$ cat src/sgew_pkg.sv
`timescale 1ns / 1ps
// ----------------------------------------------------------------------------
// sgew_pkg
// Types, register addresses and gain tables shared by the sensor gain and
// exposure writer and its checker.
// ----------------------------------------------------------------------------
package sgew_pkg;

    localparam int GAIN_W     = 20;
    localparam int EXP_W      = 13;
    localparam int BYTE_W     = 8;
    localparam int Q6_W       = 17;   // (2^20 - 1 + 8) >> 4 = 65536
    localparam int NUM_W      = 23;   // 64 * 65536 = 2^22
    localparam int RECIP_W    = 27;   // 2^32 / 64 = 2^26
    localparam int PROD_W     = NUM_W + RECIP_W;
    localparam int RECIP_SH   = 32;
    localparam int DGAIN_W    = 13;   // largest digital gain is 4928
    localparam int STEP_W     = 4;
    localparam int NUM_STEPS  = 9;
    localparam int GAP_W      = 3;
    localparam int WRITES_PER_ITEM = 7;

    localparam logic [Q6_W-1:0] GAIN_UNIT_Q6 = 17'd64;

    localparam logic [Q6_W-1:0] STEP_THRESHOLD [NUM_STEPS] = '{
        17'd64, 17'd90, 17'd118, 17'd163, 17'd218,
        17'd304, 17'd438, 17'd602, 17'd851
    };

    localparam longint unsigned TWO_POW_SH = 64'd1 << RECIP_SH;

    // Rounded-up reciprocals; with a 23-bit numerator the truncated product
    // gives the exact floor quotient for every threshold.
    localparam logic [RECIP_W-1:0] STEP_RECIP [NUM_STEPS] = '{
        RECIP_W'((TWO_POW_SH + 64'd64  - 64'd1) / 64'd64),
        RECIP_W'((TWO_POW_SH + 64'd90  - 64'd1) / 64'd90),
        RECIP_W'((TWO_POW_SH + 64'd118 - 64'd1) / 64'd118),
        RECIP_W'((TWO_POW_SH + 64'd163 - 64'd1) / 64'd163),
        RECIP_W'((TWO_POW_SH + 64'd218 - 64'd1) / 64'd218),
        RECIP_W'((TWO_POW_SH + 64'd304 - 64'd1) / 64'd304),
        RECIP_W'((TWO_POW_SH + 64'd438 - 64'd1) / 64'd438),
        RECIP_W'((TWO_POW_SH + 64'd602 - 64'd1) / 64'd602),
        RECIP_W'((TWO_POW_SH + 64'd851 - 64'd1) / 64'd851)
    };

    localparam logic [BYTE_W-1:0] ADDR_PAGE     = 8'hfe;
    localparam logic [BYTE_W-1:0] ADDR_AGAIN    = 8'hb6;
    localparam logic [BYTE_W-1:0] ADDR_DGAIN_HI = 8'hb1;
    localparam logic [BYTE_W-1:0] ADDR_DGAIN_LO = 8'hb2;
    localparam logic [BYTE_W-1:0] ADDR_EXP_LO   = 8'h04;
    localparam logic [BYTE_W-1:0] ADDR_EXP_HI   = 8'h03;

    localparam logic [BYTE_W-1:0] PAGE_ONE  = 8'h01;
    localparam logic [BYTE_W-1:0] PAGE_ZERO = 8'h00;

    typedef enum logic [2:0] {
        BEAT_PAGE1    = 3'd0,
        BEAT_AGAIN    = 3'd1,
        BEAT_DGAIN_HI = 3'd2,
        BEAT_DGAIN_LO = 3'd3,
        BEAT_PAGE0    = 3'd4,
        BEAT_EXP_LO   = 3'd5,
        BEAT_EXP_HI   = 3'd6
    } beat_t;

endpackage

$ cat src/sensor_gain_exposure_writer.sv
`timescale 1ns / 1ps
// ----------------------------------------------------------------------------
// sensor_gain_exposure_writer
// Turns a Q10 gain and an exposure in lines into seven sensor register writes.
// ----------------------------------------------------------------------------
// Order: an accepted item passes stages 1 to 3, the write sequencer and the
// output register to reach the ports; its seven writes then follow on
// consecutive cycles. Busy holds off starts while the gap counter counts down;
// the next item can then be taken while the last one's writes still go out.
// Reset clears all valid bits, the sequencer and the output strobe. The
// receiver cannot stall, so a run of writes is never interrupted.
module sensor_gain_exposure_writer (
    input  logic                          clk,
    input  logic                          rst_n,
    input  logic                          start,
    output logic                          busy,
    input  logic [sgew_pkg::GAIN_W-1:0]   gain_q10,
    input  logic [sgew_pkg::EXP_W-1:0]    exposure_lines,
    output logic                          write_strobe,
    output logic [sgew_pkg::BYTE_W-1:0]   reg_addr,
    output logic [sgew_pkg::BYTE_W-1:0]   reg_value,
    output logic                          last_write
);
    import sgew_pkg::*;

    logic                   accept;
    logic [GAP_W-1:0]       gap_reg, gap_next;

    // Stage 1: rounded and clamped gain.
    logic                   s1_valid_reg;
    logic [Q6_W-1:0]        s1_q6_reg, s1_q6_next;
    logic [EXP_W-1:0]       s1_exp_reg;
    logic [GAIN_W:0]        round_sum;

    // Stage 2: analog step, numerator and reciprocal.
    logic                   s2_valid_reg;
    logic [STEP_W-1:0]      s2_step_reg, s2_step_next;
    logic [NUM_W-1:0]       s2_num_reg;
    logic [RECIP_W-1:0]     s2_recip_reg;
    logic [EXP_W-1:0]       s2_exp_reg;

    // Stage 3: product.
    logic                   s3_valid_reg;
    logic [PROD_W-1:0]      s3_prod_reg;
    logic [STEP_W-1:0]      s3_step_reg;
    logic [EXP_W-1:0]       s3_exp_reg;

    // Write sequencer.
    logic                   seq_active_reg, seq_active_next;
    beat_t                  beat_reg, beat_next;
    logic [DGAIN_W-1:0]     seq_dgain_reg;
    logic [STEP_W-1:0]      seq_step_reg;
    logic [EXP_W-1:0]       seq_exp_reg;

    // Output register.
    logic                   strobe_reg;
    logic                   last_reg, last_next;
    logic [BYTE_W-1:0]      addr_reg, addr_next;
    logic [BYTE_W-1:0]      value_reg, value_next;

    assign busy   = (gap_reg != '0);
    assign accept = start && !busy;

    always_comb
    begin
        if (accept)
        begin
            gap_next = GAP_W'(WRITES_PER_ITEM - 1);
        end
        else if (gap_reg != '0)
        begin
            gap_next = gap_reg - 1'b1;
        end
        else
        begin
            gap_next = gap_reg;
        end
    end

    always_comb
    begin
        round_sum = {1'b0, gain_q10} + (GAIN_W + 1)'(8);
        s1_q6_next = round_sum[GAIN_W:4];
        if (s1_q6_next < GAIN_UNIT_Q6)
        begin
            s1_q6_next = GAIN_UNIT_Q6;
        end
    end

    // Thresholds rise, so the last one passed is the highest.
    always_comb
    begin
        s2_step_next = '0;
        for (int i = 1; i < NUM_STEPS; i++)
        begin
            if (s1_q6_reg >= STEP_THRESHOLD[i])
            begin
                s2_step_next = STEP_W'(i);
            end
        end
    end

    // A new item reaches the sequencer on the same edge its last beat leaves.
    always_comb
    begin
        seq_active_next = seq_active_reg;
        beat_next       = beat_reg;
        if (s3_valid_reg)
        begin
            seq_active_next = 1'b1;
            beat_next       = BEAT_PAGE1;
        end
        else if (seq_active_reg)
        begin
            if (beat_reg == BEAT_EXP_HI)
            begin
                seq_active_next = 1'b0;
            end
            else
            begin
                beat_next = beat_t'(beat_reg + 3'd1);
            end
        end
    end

    always_comb
    begin
        addr_next  = ADDR_PAGE;
        value_next = PAGE_ONE;
        last_next  = 1'b0;
        unique case (beat_reg)
            BEAT_PAGE1:
            begin
                addr_next  = ADDR_PAGE;
                value_next = PAGE_ONE;
            end
            BEAT_AGAIN:
            begin
                addr_next  = ADDR_AGAIN;
                value_next = BYTE_W'(seq_step_reg);
            end
            BEAT_DGAIN_HI:
            begin
                addr_next  = ADDR_DGAIN_HI;
                value_next = BYTE_W'(seq_dgain_reg >> 6);
            end
            BEAT_DGAIN_LO:
            begin
                addr_next  = ADDR_DGAIN_LO;
                value_next = {seq_dgain_reg[5:0], 2'b00};
            end
            BEAT_PAGE0:
            begin
                addr_next  = ADDR_PAGE;
                value_next = PAGE_ZERO;
            end
            BEAT_EXP_LO:
            begin
                addr_next  = ADDR_EXP_LO;
                value_next = seq_exp_reg[7:0];
            end
            BEAT_EXP_HI:
            begin
                addr_next  = ADDR_EXP_HI;
                value_next = {3'b000, seq_exp_reg[12:8]};
                last_next  = seq_active_reg;
            end
            default:
            begin
                addr_next  = ADDR_PAGE;
                value_next = PAGE_ONE;
            end
        endcase
    end

    always_ff @(posedge clk or negedge rst_n)
    begin
        if (!rst_n)
        begin
            gap_reg        <= '0;
            s1_valid_reg   <= 1'b0;
            s2_valid_reg   <= 1'b0;
            s3_valid_reg   <= 1'b0;
            seq_active_reg <= 1'b0;
            beat_reg       <= BEAT_PAGE1;
            strobe_reg     <= 1'b0;
            last_reg       <= 1'b0;
        end
        else
        begin
            gap_reg        <= gap_next;
            s1_valid_reg   <= accept;
            s2_valid_reg   <= s1_valid_reg;
            s3_valid_reg   <= s2_valid_reg;
            seq_active_reg <= seq_active_next;
            beat_reg       <= beat_next;
            strobe_reg     <= seq_active_reg;
            last_reg       <= last_next;
        end
    end

    always_ff @(posedge clk)
    begin
        if (accept)
        begin
            s1_q6_reg  <= s1_q6_next;
            s1_exp_reg <= exposure_lines;
        end
        if (s1_valid_reg)
        begin
            s2_step_reg  <= s2_step_next;
            s2_num_reg   <= {s1_q6_reg, 6'b000000};
            s2_recip_reg <= STEP_RECIP[s2_step_next];
            s2_exp_reg   <= s1_exp_reg;
        end
        if (s2_valid_reg)
        begin
            s3_prod_reg <= PROD_W'(s2_num_reg) * PROD_W'(s2_recip_reg);
            s3_step_reg <= s2_step_reg;
            s3_exp_reg  <= s2_exp_reg;
        end
        if (s3_valid_reg)
        begin
            seq_dgain_reg <= s3_prod_reg[RECIP_SH +: DGAIN_W];
            seq_step_reg  <= s3_step_reg;
            seq_exp_reg   <= s3_exp_reg;
        end
        addr_reg  <= addr_next;
        value_reg <= value_next;
    end

    assign write_strobe = strobe_reg;
    assign reg_addr     = addr_reg;
    assign reg_value    = value_reg;
    assign last_write   = last_reg;

endmodule

$ cat config.mk
export PLATFORM = sky130hd
export DESIGN_NAME = sensor_gain_exposure_writer
export DESIGN_NICKNAME = d
export VERILOG_FILES = /design/src/sgew_pkg.sv /design/src/sensor_gain_exposure_writer.sv
export SDC_FILE = /design/constraint.sdc
export NUM_CORES = 1
export LEC_CHECK = 0
export ABC_AREA = 1
export BUFFER_PORTS_ARGS = -buffer_cell sky130_fd_sc_hd__buf_2
export CAP_MARGIN = 30
export CORE_MARGIN = 2
export CORE_UTILIZATION = 35
export CTS_CLUSTER_DIAMETER = 100
export DETAILED_ROUTE_END_ITERATION = 8
export SYNTH_ARGS = -nofsm -noshare
export SYNTH_HDL_FRONTEND = slang
export SYNTH_SLANG_ARGS = --single-unit
$ cat constraint.sdc
create_clock -name clk -period 7.6 [get_ports clk]
set_clock_uncertainty 0.1 [all_clocks]
set_input_delay 0.76 -clock clk [delete_from_list [all_inputs] [get_ports clk]]
set_output_delay 0.76 -clock clk [all_outputs]
set_load 0.02 [all_outputs]
==> impl_metrics.py, run 1 <==
metrics = {
    "detailed_routing": {
        "postRouteAntennaNets": 0,
        "wl_per_cell_um": 15.7,
        "firstDrtPassIters": 5,
        "routed_wl_um": 50200,
        "first_iter_violations": 923,
        "routed_via_density": 4.68,
        "drc": 0,
        "num_vias": 14900,
    },
    "critical_path": {
        "required_ns": 7.68,
        "path_class": "flop to flop",
        "critPathArrivalTime_ns": 6.70,
        "start_kind": "flop",
        "cp_max_fo": 17,
        "cp-end-kind": "flop",
    },
    "clocking": {
        "clkTransAtPathRegs_ns": 0.07,
        "clock-root-buffer": "clkbuf_16",
        "cts_tree": "done",
        "clk_latency_ns": 0.42,
        "clock_path_buffers": 2,
        "h-tree-depth": 4,
        "numCtsBuffers": 17,
        "cts_sinks": 174,
        "ctsResizeCount": 0,
        "hold_buffers": 0,
        "cts_setup_buffers": 0,
    },
    "synthesis": {
        "yosysSeqAreaShare": 0.241,
        "async_flop_share": 0.0690,
        "synthAdderAreaFrac": 0.414,
        "synth_xor_area_frac": 0.0104,
        "yosys_warnings": 0,
        "yosysUniqueCellTypes": 51,
        "synth_compound_area_frac": 0.0329,
        "synth_ff_type": "edfxtp_1",
        "synthSimpleGateAreaFrac": 0.161,
        "synthCells": 2395,
        "yosysTopAreaCellShare": 0.349,
        "synth_mux_area_frac": 0,
        "synth_fp_nets": 2902,
        "ys_seq_elements": 174,
        "yosys.area.top_type": "fa_1",
        "synthTopCellsByArea": "fa_1 (35%), edfxtp_1 (21%), inv_1 (12%), nand2_1 (12%), ha_1 (6.4%)",
        "synth.cell_area_um2": 20900,
        "syn_area_per_cell_um2": 8.71,
        "synth_top_family_by_area": "adder cells",
        "synth_edf_count": 149,
    },
    "flow_run": {
        "maxCapViolations": 0,
    },
    "final_layout": {
        "drive_gt1_frac": 0.0620,
        "nets": 2913,
        "n_antenna_cell": 0,
        "syn_to_final_growth_pct": 8.70,
        "largest_reg_flops": 25,
        "final.fill_count": 5958,
    },
    "grt": {
        "grt_max_degree": 61,
        "first_global_vias": 16100,
        "grt_pass1_wl_um": 83600,
        "grt_overflow": 0,
        "antenna_found_initial": 0,
        "grtUsageTotal": 0.174,
    },
    "timing": {
        "fmax_mhz": 151,
        "post-route-period-util": 0.872,
        "finalHoldViolCount": 0,
        "slew_headroom": 0.287,
        "setup_viol": 0,
        "final-max-slew-violation-count": 0,
        "rsz0062_at_grt": "no",
        "worst_pin_slew_ns": 1.07,
        "fin_setup_tns_ns": 0,
        "fin_crit_ns": 6.63,
    },
    "floorplanning": {
        "dieArea_um2": 61600,
        "num_rows": 89,
        "die_y_um": 248,
        "die_w_um": 248,
        "core_area_um2": 59000,
        "ios": 55,
        "start_util": 0.353,
    },
    "run_status": {
        "outcome": "complete, no violations",
    },
    "placement": {
        "io_buffers": 51,
        "dp.final_hpwl_um": 40600,
        "gp_congestion": 0.918,
    },
    "min_path": {
        "hold_class": "primary input to asynchronous set/reset pin",
    },
}
==> layer usage <==
metal	share of wire	global-route usage
met1	0.43	0.231
met2	0.50	0.305
met3	0.044	0.0163
met4	0.021	0.0427
met5	0	0
==> through the flow <==
| stage | utilization | instances | instance area [um2] | setup WS [ns] | hold WS [ns] |
|---|---|---|---|---|---|
| floorplan | - | 2395 | 20900 | 1.81 | 0.275 |
| global placement | 0.372 | 3155 | 22000 | 1.03 | 0.302 |
| detailed placement | 0.373 | 3157 | 22000 | 1.04 | 0.298 |
| CTS | 0.383 | 3189 | 22600 | 0.999 | 0.116 |
| global route | 0.384 | 3192 | 22700 | 0.593 | 0.127 |
| finish | 0.384 | 3192 | 22700 | 0.974 | 0.125 |
==> final timing paths <==
path                           startpoint         endpoint  slack (ns)  depth (start not counted)
setup / recovery           s2_num_reg[19]  s3_prod_reg[39]        0.97                         19
setup reg to reg           s2_num_reg[19]  s3_prod_reg[39]        0.97                         19
max in group asynchronous           rst_n     s1_valid_reg        7.01                          1
min in group clk           s3_step_reg[1]  seq_step_reg[1]        0.31                          0
hold reg to reg            s3_step_reg[1]  seq_step_reg[1]        0.31                          0
hold / removal                      rst_n      beat_reg[0]        0.13                          1
==> cell type report <==
type / instances / area (um2) / area share
Multi-Input combinational cell: 1441 / 12900 / 0.568
Sequential cell: 174 / 5040 / 0.222
Inverter: 683 / 2560 / 0.113
Tap cell: 773 / 967 / 0.0427
Timing Repair Buffer: 89 / 641 / 0.0283
Clock buffer: 18 / 429 / 0.0189
Clock inverter: 14 / 153 / 0.00673
==> worst max-delay path, stage by stage (launching register included) <==
cell and delay, ns:
edfxtp_1 0.98, buf_4 0.33, nand2_1 0.10, fa_1 0.56, inv_1 0.05, fa_1 0.47, fa_1 0.52, fa_1 0.52
fa_1 0.57, inv_1 0.06, fa_1 0.56, inv_1 0.05, ha_1 0.32, a21o_1 0.21, a21oi_1 0.26, nand2_1 0.14
a211oi_1 0.35, nand2_1 0.09, nand2_1 0.07, nand2_1 0.05
==> cell usage after synthesis (6+ instances only) <==
cell        n
clkbuf_1   90
dfrtp_1    12
a31oi_1    10
inv_1     673
nand3_1    37
ha_1      107
fa_1      364
xor2_1     17
nand2_1   642
a21oi_1    45
inv_2       8
a21o_1     11
o21ai_0    26
nor3_1     10
o21ai_1     6
edfxtp_1  149
nor2_4      6
nor2_1    101
nand4_1     9
dfxtp_1    13
==> cell usage in the layout (no fill, tap or decap), types with 26 or more instances in the layout <==
| cell | count |
|---|---|
| a21oi_1 | 45 |
| buf_2 | 51 |
| buf_4 | 33 |
| edfxtp_1 | 149 |
| fa_1 | 364 |
| ha_1 | 107 |
| inv_1 | 673 |
| nand2_1 | 642 |
| nand3_1 | 37 |
| nor2_1 | 100 |
| o21ai_0 | 26 |
==> kinds of logic after synthesis <==
logic type,after synthesis
AND/OR/NAND/NOR,829
buffers and inverters,780
adder cells (fa/ha/maj),471
flip-flops,174
AO/OA/AOI/OAI,118
XOR/XNOR,23
Power of run 1 is not shown: default switching activity piles up to over one toggle a cycle in this logic, so the estimate is an artifact.
==> inputs of run 2 (changes only) <==
- ABC_AREA: 1 -> default
==> run 2 against run 1 <==
  * Count of clock-buffer cells in the layout fell by 1
  * Utilization is 0.094 points higher
  * Non-clock buffer count shrank 3
  * Maximum frequency decreased by 2.4%
==> impl_metrics.py, run 2 <==
metrics = {
    "clocking": {
        "numCtsBuffers": 17,
        "cts_sinks": 174,
        "clk_latency_ns": 0.44,
        "ctsResizeCount": 0,
        "clkTransAtPathRegs_ns": 0.07,
        "clock_path_buffers": 2,
        "cts_setup_buffers": 0,
        "hold_buffers": 0,
        "h-tree-depth": 4,
        "clock-root-buffer": "clkbuf_16",
        "cts_tree": "done",
    },
    "flow_run": {
        "maxCapViolations": 0,
    },
    "final_layout": {
        "drive_gt1_frac": 0.0744,
        "final_common_cell": "inv_1",
        "final_cell_mix": "inv_1 (474), fa_1 (364), nand2_1 (323)",
        "largest_reg_flops": 25,
        "final.fill_count": 5620,
        "nets": 2483,
        "n_antenna_cell": 0,
        "syn_to_final_growth_pct": 9.23,
    },
    "timing": {
        "post-route-period-util": 0.893,
        "final-max-slew-violation-count": 0,
        "worst_pin_slew_ns": 1.08,
        "finalHoldViolCount": 0,
        "fin_crit_ns": 6.79,
        "fin_setup_tns_ns": 0,
        "fmax_mhz": 147,
        "rsz0062_at_grt": "no",
        "setup_viol": 0,
        "slew_headroom": 0.279,
    },
    "synthesis": {
        "yosysTopAreaCellShare": 0.368,
        "ys_seq_elements": 174,
        "yosysUniqueCellTypes": 71,
        "synthCells": 1949,
        "syn_area_per_cell_um2": 10.2,
        "ys_top_cells_by_count": "inv_1 (474), fa_1 (364), nand2_1 (323)",
        "synth_ff_type": "edfxtp_1",
        "synth_edf_count": 149,
        "async_flop_share": 0.0690,
        "synth_fp_nets": 2456,
        "synth.most_common_cell": "inv_1",
        "yosysSeqAreaShare": 0.254,
        "yosys.area.top_type": "fa_1",
        "synth.cell_area_um2": 19800,
        "yosys_warnings": 0,
        "synthTopCellsByArea": "fa_1 (37%), edfxtp_1 (23%), inv_1 (9.0%), ha_1 (6.8%), nand2_1 (6.1%)",
    },
    "detailed_routing": {
        "wl_per_cell_um": 16.8,
        "routed_wl_um": 46200,
        "firstDrtPassIters": 5,
        "num_vias": 13100,
        "drc": 0,
        "routed_via_density": 4.77,
        "first_iter_violations": 914,
        "postRouteAntennaNets": 0,
    },
    "placement": {
        "dp.final_hpwl_um": 36100,
        "io_buffers": 51,
        "gp_congestion": 0.861,
    },
    "grt": {
        "grt_overflow": 0,
        "first_global_vias": 14200,
        "grt_pass1_wl_um": 75400,
        "antenna_found_initial": 0,
        "grt_max_degree": 61,
        "grtUsageTotal": 0.164,
    },
    "critical_path": {
        "cp_max_fo": 16,
        "cp-end-kind": "flop",
        "start_kind": "flop",
        "path_class": "flop to flop",
        "critPathArrivalTime_ns": 6.84,
        "required_ns": 7.65,
    },
    "floorplanning": {
        "die_y_um": 242,
        "start_util": 0.353,
        "core_area_um2": 56200,
        "ios": 55,
        "num_rows": 87,
        "die_w_um": 242,
        "dieArea_um2": 58500,
    },
    "min_path": {
        "hold_class": "primary input to asynchronous set/reset pin",
    },
    "run_status": {
        "outcome": "complete, no violations",
    },
}
run 2: changes by cell type in the layout (fill, tap and decap cells not counted), sizes merged, moves of 8 or more:
| cell | change |
|---|---|
| inv | -203 |
| xnor2 | +21 |
| nand2b | +8 |
| nor2 | -67 |
| a21oi | -8 |
| o21a | +10 |
| and2 | +128 |
| nand3 | -26 |
| nand2 | -320 |
run 2: logic make-up after synthesis:
kind of cell | Yosys count | share of synthesized area
XOR/XNOR | 38 | 0.0168
flip-flops | 174 | 0.254
multiplexers | 7 | 0.00392
buffers and inverters | 554 | 0.106
adder cells (fa/ha/maj) | 471 | 0.436
AND/OR/NAND/NOR | 568 | 0.137
AO/OA/AOI/OAI | 137 | 0.0457
run 2: final timing paths:
kind	startpoint	end	slack, ns	cells past startpoint
worst min register to register	s3_exp_reg[8]	seq_exp_reg[8]	0.32	0
min in group clk	s3_exp_reg[8]	seq_exp_reg[8]	0.32	0
worst max-delay path	s2_num_reg[16]	s3_prod_reg[33]	0.81	18
worst min-delay path	rst_n	gap_reg[2]	0.12	1
worst max register to register	s2_num_reg[16]	s3_prod_reg[33]	0.81	18
max in group asynchronous	rst_n	s1_valid_reg	6.99	1
run 2: final cells by class:
class	instances	area (um2)	area share
Clock buffer	17	425	0.0197
Clock inverter	15	173	0.00798
Inverter	476	1790	0.0826
Multi-Input combinational cell	1221	12700	0.585
Sequential cell	174	5040	0.233
Tap cell	756	946	0.0437
Timing Repair Buffer	86	601	0.0278
run 2: per-layer routing:
layer | share of wire | GRT usage
met2 | 0.49 | 0.278
met1 | 0.43 | 0.219
met5 | 0 | 0
met4 | 0.027 | 0.0543
met3 | 0.047 | 0.0181
run 2: through the flow:
| stage | setup WS, ns | util | hold WS [ns] | instances | area, um2 |
|---|---|---|---|---|---|
| 6_report | 0.810 | 0.385 | 0.122 | 2745 | 21600 |
| 5_1_grt | 0.561 | 0.385 | 0.130 | 2745 | 21600 |
| 4_1_cts | 0.830 | 0.384 | 0.113 | 2743 | 21600 |
| 3_5_place_dp | 0.841 | 0.374 | 0.305 | 2711 | 21000 |
| 3_3_place_gp | 0.925 | 0.372 | 0.301 | 2707 | 20900 |
| 2_1_floorplan | 1.56 | - | 0.288 | 1949 | 19800 |
run 2: critical path: stages, from the launching register on:
cell      delay [ns]
edfxtp_1        1.07
nand2_1         0.33
fa_1            0.61
inv_1           0.05
fa_1            0.51
fa_1            0.46
fa_1            0.54
fa_1            0.55
inv_1           0.06
fa_1            0.53
inv_1           0.05
ha_1            0.31
nand4_1         0.21
nor2_1          0.16
nand3_1         0.09
nand3_1         0.09
a21oi_1         0.07
o31ai_1         0.57
xor2_1          0.14
Power of run 2 is left out for the same reason.
